**config.mk**
```make
export PLATFORM = sky130hd
export DESIGN_NAME = lcg48_random_generator_top
export DESIGN_NICKNAME = d
export VERILOG_FILES = /design/src/sv/lcg48_pkg.sv /design/src/sv/lcg48_mac.sv /design/src/sv/lcg48_rem.sv /design/src/sv/lcg48_random_generator_top.sv
export SDC_FILE = /design/constraint.sdc
export NUM_CORES = 2
export LEC_CHECK = 0
export BUFFER_PORTS_ARGS = -buffer_cell sky130_fd_sc_hd__buf_2
export CORE_MARGIN = 2
export CORE_UTILIZATION = 45
export CTS_BUF_LIST = sky130_fd_sc_hd__clkbuf_4 sky130_fd_sc_hd__clkbuf_8
export DETAILED_ROUTE_END_ITERATION = 10
export GPL_TIMING_DRIVEN = 0
export HOLD_SLACK_MARGIN = 0.06
export SLEW_MARGIN = 20
export SYNTH_ARGS = -nofsm -noshare
export SYNTH_HDL_FRONTEND = slang
export SYNTH_SLANG_ARGS = --single-unit
```
**constraint.sdc**
```tcl
create_clock -name clk_i -period 11.3 [get_ports clk_i]
set_clock_uncertainty 0.2 [all_clocks]
set_input_delay 0 -clock clk_i [delete_from_list [all_inputs] [get_ports clk_i]]
set_output_delay 0 -clock clk_i [all_outputs]
set_load 0.01 [all_outputs]
```
**src/sv/lcg48_pkg.sv**
```systemverilog
// ----------------------------------------------------------------------------
// lcg48_pkg
// Shared types and constants for the 48-bit linear congruential generator:
// command codes, item structures and the interfaces of the multiply unit and
// the remainder unit.
// ----------------------------------------------------------------------------
package lcg48_pkg;

  localparam int unsigned STATE_W     = 48;
  localparam int unsigned MUL_DIGIT_W = 16;
  localparam int unsigned MUL_STEPS   = STATE_W / MUL_DIGIT_W;
  localparam int unsigned REM_W       = 31;

  localparam logic [STATE_W-1:0] LCG_MUL = 48'h0005_DEEC_E66D;
  localparam logic [STATE_W-1:0] LCG_ADD = 48'h0000_0000_000B;

  // Inverse of the multiplier modulo 2^48, by Newton iteration at elaboration.
  function automatic logic [STATE_W-1:0] calc_mul_inv(input logic [63:0] m);
    logic [63:0] x;
    x = m;
    for (int i = 0; i < 6; i++) begin
      x = x * (64'd2 - m * x);
    end
    return x[STATE_W-1:0];
  endfunction

  localparam logic [STATE_W-1:0] LCG_MUL_INV = calc_mul_inv(64'(LCG_MUL));

  typedef enum logic [2:0] {
    CMD_RESEED  = 3'd0,
    CMD_INT     = 3'd1,
    CMD_LONG    = 3'd2,
    CMD_BOUNDED = 3'd3,
    CMD_FLOAT   = 3'd4,
    CMD_DOUBLE  = 3'd5,
    CMD_FWD     = 3'd6,
    CMD_INV     = 3'd7
  } cmd_e;

  typedef struct packed {
    cmd_e               command;
    logic signed [63:0] seed_value;
    logic signed [31:0] bound;
  } in_item_t;

  typedef struct packed {
    logic signed [63:0] value;
    logic               bad_bound;
  } out_item_t;

  typedef struct packed {
    logic               start;
    logic               sel_inv;
    logic [STATE_W-1:0] a;
    logic [STATE_W-1:0] addend;
  } mac_req_t;

  typedef struct packed {
    logic               done;
    logic [STATE_W-1:0] result;
  } mac_rsp_t;

  typedef struct packed {
    logic             start;
    logic [REM_W-1:0] dividend;
    logic [REM_W-1:0] divisor;
  } rem_req_t;

  typedef struct packed {
    logic             done;
    logic [REM_W-1:0] remainder;
  } rem_rsp_t;

endpackage

```
**src/sv/lcg48_mac.sv**
```systemverilog
// ----------------------------------------------------------------------------
// lcg48_mac
// Multiply-accumulate unit: a * C + addend modulo 2^48, where C is the LCG
// multiplier or its inverse, taken one 16-bit digit of C per cycle.
// ----------------------------------------------------------------------------
module lcg48_mac (
  input  logic                clk_i,
  input  logic                rst_ni,
  input  lcg48_pkg::mac_req_t req_i,
  output lcg48_pkg::mac_rsp_t rsp_o
);

  localparam int unsigned CntW = $clog2(lcg48_pkg::MUL_STEPS);

  logic [lcg48_pkg::STATE_W-1:0] acc_q, acc_d;
  logic [lcg48_pkg::STATE_W-1:0] a_q, a_d;
  logic [lcg48_pkg::STATE_W-1:0] c_q, c_d;
  logic [CntW-1:0]               cnt_q, cnt_d;
  logic                          busy_q, busy_d;
  logic                          done_q, done_d;
  logic [lcg48_pkg::STATE_W-1:0] prod;

  // One 48 x 16 partial product per cycle, already shifted into place.
  assign prod = a_q * lcg48_pkg::STATE_W'(c_q[lcg48_pkg::MUL_DIGIT_W-1:0]);

  always_comb begin
    acc_d  = acc_q;
    a_d    = a_q;
    c_d    = c_q;
    cnt_d  = cnt_q;
    busy_d = busy_q;
    done_d = 1'b0;
    if (req_i.start) begin
      acc_d  = req_i.addend;
      a_d    = req_i.a;
      c_d    = req_i.sel_inv ? lcg48_pkg::LCG_MUL_INV : lcg48_pkg::LCG_MUL;
      cnt_d  = '0;
      busy_d = 1'b1;
    end else if (busy_q) begin
      acc_d = acc_q + prod;
      a_d   = a_q << lcg48_pkg::MUL_DIGIT_W;
      c_d   = c_q >> lcg48_pkg::MUL_DIGIT_W;
      cnt_d = cnt_q + CntW'(1);
      if (cnt_q == CntW'(lcg48_pkg::MUL_STEPS - 1)) begin
        busy_d = 1'b0;
        done_d = 1'b1;
      end
    end
  end

  always_ff @(posedge clk_i or negedge rst_ni) begin
    if (!rst_ni) begin
      busy_q <= 1'b0;
      done_q <= 1'b0;
      cnt_q  <= '0;
    end else begin
      busy_q <= busy_d;
      done_q <= done_d;
      cnt_q  <= cnt_d;
    end
  end

  always_ff @(posedge clk_i) begin
    acc_q <= acc_d;
    a_q   <= a_d;
    c_q   <= c_d;
  end

  assign rsp_o.done   = done_q;
  assign rsp_o.result = acc_q;

endmodule

```
**src/sv/lcg48_rem.sv**
```systemverilog
// ----------------------------------------------------------------------------
// lcg48_rem
// Restoring remainder unit for 31-bit operands, one quotient bit per cycle.
// ----------------------------------------------------------------------------
module lcg48_rem (
  input  logic                clk_i,
  input  logic                rst_ni,
  input  lcg48_pkg::rem_req_t req_i,
  output lcg48_pkg::rem_rsp_t rsp_o
);

  localparam int unsigned W    = lcg48_pkg::REM_W;
  localparam int unsigned CntW = $clog2(W);

  logic [W-1:0]    rem_q, rem_d;
  logic [W-1:0]    dvd_q, dvd_d;
  logic [W-1:0]    dvs_q, dvs_d;
  logic [CntW-1:0] cnt_q, cnt_d;
  logic            busy_q, busy_d;
  logic            done_q, done_d;
  logic [W:0]      trial;
  logic [W:0]      diff;

  assign trial = {rem_q, dvd_q[W-1]};
  assign diff  = trial - {1'b0, dvs_q};

  always_comb begin
    rem_d  = rem_q;
    dvd_d  = dvd_q;
    dvs_d  = dvs_q;
    cnt_d  = cnt_q;
    busy_d = busy_q;
    done_d = 1'b0;
    if (req_i.start) begin
      rem_d  = '0;
      dvd_d  = req_i.dividend;
      dvs_d  = req_i.divisor;
      cnt_d  = '0;
      busy_d = 1'b1;
    end else if (busy_q) begin
      // The partial remainder stays below the divisor, so W bits hold it.
      rem_d = diff[W] ? trial[W-1:0] : diff[W-1:0];
      dvd_d = dvd_q << 1;
      cnt_d = cnt_q + CntW'(1);
      if (cnt_q == CntW'(W - 1)) begin
        busy_d = 1'b0;
        done_d = 1'b1;
      end
    end
  end

  always_ff @(posedge clk_i or negedge rst_ni) begin
    if (!rst_ni) begin
      busy_q <= 1'b0;
      done_q <= 1'b0;
      cnt_q  <= '0;
    end else begin
      busy_q <= busy_d;
      done_q <= done_d;
      cnt_q  <= cnt_d;
    end
  end

  always_ff @(posedge clk_i) begin
    rem_q <= rem_d;
    dvd_q <= dvd_d;
    dvs_q <= dvs_d;
  end

  assign rsp_o.done      = done_q;
  assign rsp_o.remainder = rem_q;

endmodule

```
**src/sv/lcg48_random_generator_top.sv**
```systemverilog
// ----------------------------------------------------------------------------
// lcg48_random_generator_top
// 48-bit linear congruential random number generator with command items.
// ----------------------------------------------------------------------------
// The block keeps a 48-bit state that advances as state * 0x5DEECE66D + 0xB
// modulo 2^48, and returns exactly one result item for every command item.
// It works on one item at a time: the input is stalled from acceptance until
// the result has been placed in the output register, and a new item may be
// accepted while that result still waits to be taken. Every state advance
// goes through one shared multiply unit that takes one 16-bit digit of the
// constant per cycle. A reseed, or a bounded request with a bound of zero or
// less, does not use the multiply unit; an int, float or valid bounded draw
// advances the state through it, long and double advance it with a second
// step as well, and the pure step commands use it without keeping the
// product as state. A power-of-two bound scales the draw; any other bound
// adds a serial remainder of 31 steps, and every rejected draw adds another
// state step and remainder, which makes that command's latency data
// dependent. The state is zero after reset and changes only on reseed and
// the random draw commands.
// ----------------------------------------------------------------------------
module lcg48_random_generator_top (
  input  logic                 clk_i,
  input  logic                 rst_ni,
  input  logic                 in_valid_i,
  output logic                 in_stall_o,
  input  lcg48_pkg::in_item_t  in_item_i,
  output logic                 out_valid_o,
  input  logic                 out_stall_i,
  output lcg48_pkg::out_item_t out_item_o
);

  localparam int unsigned SW = lcg48_pkg::STATE_W;
  localparam int unsigned RW = lcg48_pkg::REM_W;

  // Sequencer states, one-hot.
  typedef enum logic [3:0] {
    S_IDLE = 4'b0001,
    S_MUL  = 4'b0010,
    S_DIV  = 4'b0100,
    S_OUT  = 4'b1000
  } fsm_e;

  // Bit position of a one-hot word; used for power-of-two bounds.
  function automatic logic [4:0] onehot_index(input logic [RW-1:0] v);
    logic [4:0] idx;
    idx = '0;
    for (int i = 0; i < RW; i++) begin
      if (v[i]) begin
        idx = idx | 5'(i);
      end
    end
    return idx;
  endfunction

  fsm_e                 state_q, state_d;
  lcg48_pkg::cmd_e      cmd_q, cmd_d;
  logic [SW-1:0]        lcg_state_q, lcg_state_d;
  logic [RW-1:0]        bound_q, bound_d;
  logic                 second_q, second_d;
  logic [31:0]          hi_q, hi_d;
  logic [RW-1:0]        u_q, u_d;
  logic [63:0]          res_val_q, res_val_d;
  logic                 res_bad_q, res_bad_d;
  lcg48_pkg::out_item_t out_q, out_d;
  logic                 out_valid_q, out_valid_d;

  lcg48_pkg::mac_req_t  mac_req;
  lcg48_pkg::mac_rsp_t  mac_rsp;
  lcg48_pkg::rem_req_t  rem_req;
  lcg48_pkg::rem_rsp_t  rem_rsp;

  logic [SW-1:0]        step;
  logic [RW-1:0]        draw31;
  logic                 bound_pow2;
  logic [4:0]           pow2_shift;
  logic [31:0]          reject_chk;

  lcg48_mac u_mac (
    .clk_i  (clk_i),
    .rst_ni (rst_ni),
    .req_i  (mac_req),
    .rsp_o  (mac_rsp)
  );

  lcg48_rem u_rem (
    .clk_i  (clk_i),
    .rst_ni (rst_ni),
    .req_i  (rem_req),
    .rsp_o  (rem_rsp)
  );

  // The fresh state from the multiply unit, and the 31-bit draw taken from it.
  assign step   = mac_rsp.result;
  assign draw31 = step[SW-1:SW-RW];

  // For a power-of-two bound 2^k, (bound * r) >> 31 is simply r >> (31 - k).
  assign bound_pow2 = (bound_q & (bound_q - RW'(1))) == '0;
  assign pow2_shift = 5'(RW) - onehot_index(bound_q);

  // Rejection test of the modulo path: u - r + (bound - 1) must not reach 2^31.
  assign reject_chk = {1'b0, u_q} - {1'b0, rem_rsp.remainder} + {1'b0, bound_q - RW'(1)};

  always_comb begin
    state_d     = state_q;
    cmd_d       = cmd_q;
    lcg_state_d = lcg_state_q;
    bound_d     = bound_q;
    second_d    = second_q;
    hi_d        = hi_q;
    u_d         = u_q;
    res_val_d   = res_val_q;
    res_bad_d   = res_bad_q;
    out_d       = out_q;
    out_valid_d = out_valid_q;

    mac_req.start   = 1'b0;
    mac_req.sel_inv = 1'b0;
    mac_req.a       = lcg_state_q;
    mac_req.addend  = lcg48_pkg::LCG_ADD;

    rem_req.start    = 1'b0;
    rem_req.dividend = draw31;
    rem_req.divisor  = bound_q;

    // A waiting result leaves the output register once it is taken.
    if (out_valid_q && !out_stall_i) begin
      out_valid_d = 1'b0;
    end

    case (state_q)
      S_IDLE: begin
        if (in_valid_i) begin
          cmd_d     = in_item_i.command;
          bound_d   = in_item_i.bound[RW-1:0];
          second_d  = 1'b0;
          res_val_d = '0;
          res_bad_d = 1'b0;
          case (in_item_i.command)
            lcg48_pkg::CMD_RESEED: begin
              lcg_state_d = in_item_i.seed_value[SW-1:0] ^ lcg48_pkg::LCG_MUL;
              state_d     = S_OUT;
            end
            lcg48_pkg::CMD_BOUNDED: begin
              // A bound of zero or less is flagged and leaves the state alone.
              if (in_item_i.bound[31] || in_item_i.bound == '0) begin
                res_bad_d = 1'b1;
                state_d   = S_OUT;
              end else begin
                mac_req.start = 1'b1;
                state_d       = S_MUL;
              end
            end
            lcg48_pkg::CMD_FWD: begin
              mac_req.start = 1'b1;
              mac_req.a     = in_item_i.seed_value[SW-1:0];
              state_d       = S_MUL;
            end
            lcg48_pkg::CMD_INV: begin
              mac_req.start   = 1'b1;
              mac_req.sel_inv = 1'b1;
              mac_req.a       = in_item_i.seed_value[SW-1:0] - lcg48_pkg::LCG_ADD;
              mac_req.addend  = '0;
              state_d         = S_MUL;
            end
            default: begin
              mac_req.start = 1'b1;
              state_d       = S_MUL;
            end
          endcase
        end
      end

      S_MUL: begin
        if (mac_rsp.done) begin
          if (cmd_q == lcg48_pkg::CMD_FWD || cmd_q == lcg48_pkg::CMD_INV) begin
            // Pure step commands report the product and keep the state.
            res_val_d = 64'(step);
            state_d   = S_OUT;
          end else begin
            lcg_state_d = step;
            state_d     = S_OUT;
            case (cmd_q)
              lcg48_pkg::CMD_INT: begin
                res_val_d = {{32{step[SW-1]}}, step[SW-1:SW-32]};
              end
              lcg48_pkg::CMD_FLOAT: begin
                res_val_d = 64'(step[SW-1:SW-24]);
              end
              lcg48_pkg::CMD_LONG: begin
                if (!second_q) begin
                  hi_d          = step[SW-1:SW-32];
                  second_d      = 1'b1;
                  mac_req.start = 1'b1;
                  mac_req.a     = step;
                  state_d       = S_MUL;
                end else begin
                  res_val_d = {hi_q, 32'd0} + {{32{step[SW-1]}}, step[SW-1:SW-32]};
                end
              end
              lcg48_pkg::CMD_DOUBLE: begin
                if (!second_q) begin
                  hi_d          = 32'(step[SW-1:SW-26]);
                  second_d      = 1'b1;
                  mac_req.start = 1'b1;
                  mac_req.a     = step;
                  state_d       = S_MUL;
                end else begin
                  res_val_d = 64'({hi_q[25:0], 27'd0}) + 64'(step[SW-1:SW-27]);
                end
              end
              lcg48_pkg::CMD_BOUNDED: begin
                if (bound_pow2) begin
                  res_val_d = 64'(draw31 >> pow2_shift);
                end else begin
                  u_d           = draw31;
                  rem_req.start = 1'b1;
                  state_d       = S_DIV;
                end
              end
              default: begin
                res_val_d = '0;
              end
            endcase
          end
        end
      end

      S_DIV: begin
        if (rem_rsp.done) begin
          if (reject_chk[31]) begin
            // Draw rejected: advance the (already updated) state once more.
            mac_req.start = 1'b1;
            state_d       = S_MUL;
          end else begin
            res_val_d = 64'(rem_rsp.remainder);
            state_d   = S_OUT;
          end
        end
      end

      S_OUT: begin
        if (!out_valid_q || !out_stall_i) begin
          out_d.value     = res_val_q;
          out_d.bad_bound = res_bad_q;
          out_valid_d     = 1'b1;
          state_d         = S_IDLE;
        end
      end

      default: begin
        state_d = S_IDLE;
      end
    endcase
  end

  always_ff @(posedge clk_i or negedge rst_ni) begin
    if (!rst_ni) begin
      state_q     <= S_IDLE;
      lcg_state_q <= '0;
      out_valid_q <= 1'b0;
      second_q    <= 1'b0;
    end else begin
      state_q     <= state_d;
      lcg_state_q <= lcg_state_d;
      out_valid_q <= out_valid_d;
      second_q    <= second_d;
    end
  end

  always_ff @(posedge clk_i) begin
    cmd_q     <= cmd_d;
    bound_q   <= bound_d;
    hi_q      <= hi_d;
    u_q       <= u_d;
    res_val_q <= res_val_d;
    res_bad_q <= res_bad_d;
    out_q     <= out_d;
  end

  assign in_stall_o  = (state_q != S_IDLE);
  assign out_valid_o = out_valid_q;
  assign out_item_o  = out_q;

`ifndef SYNTH
  // The multiply unit only finishes while the sequencer waits for it.
  a_mac_done_in_mul : assert property (@(posedge clk_i) disable iff (!rst_ni)
    mac_rsp.done |-> state_q == S_MUL)
    else $error("multiply result arrived outside the multiply wait");

  // The remainder unit only finishes while the sequencer waits for it.
  a_rem_done_in_div : assert property (@(posedge clk_i) disable iff (!rst_ni)
    rem_rsp.done |-> state_q == S_DIV)
    else $error("remainder result arrived outside the divide wait");

  // The pure step commands never disturb the generator state.
  a_pure_keeps_state : assert property (@(posedge clk_i) disable iff (!rst_ni)
    (state_q == S_MUL && (cmd_q == lcg48_pkg::CMD_FWD || cmd_q == lcg48_pkg::CMD_INV))
    |=> $stable(lcg_state_q))
    else $error("pure step command changed the generator state");
`endif

endmodule

```
==> flow_metrics.env <==
export IMPL_status="complete, no violations"
export IMPL_cp_common_cell="fa_1"
export IMPL_yosysSeqAreaShare_pct=30.21
export IMPL_wirelength_um=178600
export IMPL_std_cell_rows=119
export IMPL_crit_chain="clkbuf_1 > clkbuf_1 > nand2_1 > fa_1 > inv_1 > fa_1 > fa_1 > fa_1 > fa_1 > inv_1 > fa_1 > inv_1 > ha_1 > a21oi_1 > nand2_1 > a221o_1 > or3b_2 > o21ai_0 > o21ai_0 > a41oi_1 > xor2_1 > nor2_1"
export IMPL_rsz0062_at_grt="no"
export IMPL_synth_cells=4993
export IMPL_htree_levels=3
export IMPL_crit_path_end_kind="register"
export IMPL_worstMarginPinSlew_ns=1.274
export IMPL_firstDrtPassIters=9
export IMPL_io_buffers=152
export IMPL_cts_resized=0
export IMPL_final_hold_violation_count=0
export IMPL_grt_overflow=0
export IMPL_ys_async_sr_fraction_pct=13.00
export IMPL_ys_ff_latch=500
export IMPL_min_period_over_period_pct=86.76
export IMPL_crit_slowest_cell="o21ai_0"
export IMPL_first_iter_violations=4778
export IMPL_fin_nets=6329
export IMPL_cp_num_buf_inv=5
export IMPL_synth_nets=5911
export IMPL_grt_first_pass_wirelength_um=261200
export IMPL_synth_top_area_share_pct=25.49
export IMPL_antenna_found_initial=15
export IMPL_worstSetupPathType="reg2reg"
export IMPL_clk_pin_slew_worst_paths_ns=0.08
export IMPL_wl_per_cell_um=25.96
export IMPL_syn2layout_area_growth_pct=13.30
export IMPL_synth_flop_cell="edfxtp_1"
export IMPL_setup_violations=0
export IMPL_maxCapViolCount=0
export IMPL_max_freq_mhz=102.0
export IMPL_dp_cells=6552
export IMPL_die_h_um=329.2
export IMPL_cts_tree="built"
export IMPL_insertion_delay_ns=0.74
export IMPL_final_area_um2=53930
export IMPL_netlist_area_um2=47600
export IMPL_critPathLaunch="u_mac.c_q[11]$_SDFFCE_PN0P_"
export IMPL_syn_area_per_cell_um2=9.533
export IMPL_drive_gt1_share_pct=6.659
export IMPL_cts_root_buf="clkbuf_8"
export IMPL_r2r_start="u_mac.c_q[11]$_SDFFCE_PN0P_"
export IMPL_synth_top_area_cell="edfxtp_1"
export IMPL_worst_setup_path_start_kind="register"
export IMPL_synthTopCellsByArea="edfxtp_1 (25%), fa_1 (23%), ha_1 (7.1%)"
export IMPL_fin_crit_ns=9.803
export IMPL_stdcell_count=6880
export IMPL_yosysWarnings=0
export IMPL_die_w_um=329.2
export IMPL_drc=0
export IMPL_critPathMaxFanout=10
export IMPL_dieArea_um2=108400
export IMPL_cp_top_family="adder cells"
export IMPL_slew_headroom_pct=15.04
export IMPL_num_io_pins=170
export IMPL_cts_buffers=83
export IMPL_maxSlewViolCount=0
export IMPL_start_util_pct=45.28
export IMPL_setup_tns_ns=0
export IMPL_hpwlAfterDp_um=141200
export IMPL_via_per_inst=5.767
export IMPL_grt_usage_pct=33.16
export IMPL_via_count=39680
export IMPL_dpl_instance_area_um2=50450
export IMPL_ant_nets=0
export IMPL_max_stage_delay_ns=0.92
export IMPL_clockBufferDepth=3
export IMPL_required_ns=11.51
export IMPL_ys_types=80
export IMPL_core_area_um2=105100
export IMPL_grt_max_degree=58
export IMPL_grt_pass1_vias=39320
export IMPL_cp_arrival_ns=10.02
export IMPL_synth_edff_count=404
export IMPL_place_congestion=1.008
export IMPL_cts_sinks=500
export IMPL_hold_class="in2async"
## layer usage
metal	vias up	part of all wire (%)	track usage, %
met1	19570	40	44.89
met2	2236	44	50.60
li1	17380	-	-
met5	-	0.072	0
met3	467	11	7.353
met4	20	5.5	15.98
## state kept, by name (all words and copies together), names as in the netlist, 2 cells and up
signal,flops
u_mac.c_q,19
u_q,31
u_rem.rem_q,31
cmd_q,3
u_mac.cnt_q,2
u_mac.a_q,48
u_rem.dvs_q,31
res_val_q,64
lcg_state_q,48
out_item_o,65
u_mac.acc_q,48
u_rem.dvd_q,31
bound_q,31
hi_q,32
u_rem.cnt_q,5
state_q,4
## final timing paths
path	endpoint	slack, ns	depth (start not counted)
setup / recovery	u_mac.acc_q[42]$_SDFFCE_PN0P_	1.50	22
hold / removal	lcg_state_q[13]$_DFFE_PN0P_	0.10	4
setup reg to reg	u_mac.acc_q[42]$_SDFFCE_PN0P_	1.50	22
hold reg to reg	out_item_o[43]$_DFFE_PP_	0.21	0
max in group asynchronous	state_q[0]$_DFFE_PN1P_	10.23	5
min in group clk_i	lcg_state_q[5]$_DFFE_PN0P_	0.12	5
## cell type report
class	instances	area (um^2)
timing repair buffer	333	2725
sequential	500	14380
multi-input combinational	3385	29110
fill	9964	51190
buffer	263	994.7
clock buffer	101	1284
clock inverter	54	500.5
antenna	8	20.02
inverter	845	3173
tap	1391	1740
## through the flow
stage          hold WS, ns  util [%]  setup WS (ns)
6_report            0.1012     51.30          1.497
5_1_grt             0.1320     51.29          1.564
3_3_place_gp     -0.008149     47.66         -1.194
4_1_cts            0.06531     51.27          1.761
3_5_place_dp       -0.1897     47.99          1.834
2_1_floorplan      -0.4956         -          1.945
## synth_stat cells (60+ instances only)
cell type and number:
clkbuf_1 247, inv_1 843, a221oi_1 63, dfrtp_1 64, o21ai_0 225, xor2_1 63
a21oi_1 229, mux2i_1 96, and2_1 231, ha_1 269, nor2_1 339, xnor2_1 88
edfxtp_1 404, nand2_1 578, fa_1 546, a21o_1 60
## kinds of logic (layout without fill, tap and decap cells)
kind of cell	after synthesis	in the layout	synth area share, %
compound gates	877	877	11.87
other cells	0	8	0
fa+ha+maj	815	815	30.04
flops	500	500	30.21
buf+inv	1108	1596	8.751
mux	113	113	2.421
simple gates	1429	1429	13.94
xor+xnor	151	151	2.779
## cells in the final DEF, fill, tap and decap left out, types with 64 or more instances in the layout
cell           instances
nor2_1               339
ha_1                 269
dlygate4sd3_1        164
xnor2_1               88
and2_1               231
mux2i_1               96
fa_1                 546
a21oi_1              228
clkbuf_8              84
buf_2                156
inv_1                840
dfrtp_1               64
edfxtp_1             404
clkbuf_1             246
o21ai_0              225
nand2_1              577
## tightest hold or removal path: stages
cell and delay, ns:
dlygate4sd3_1 0.51, dlygate4sd3_1 0.54, buf_4 0.12, buf_12 0.23
## repair_timing
item / in CTS / in global routing
hold endpoints to repair: 324 / 0
buffers inserted: 0 / 0
hold buffers: 165 / 0
Power is left out: the tool's default activity adds up to more than one toggle a clock period on the data nets, which glitch-free logic cannot reach.
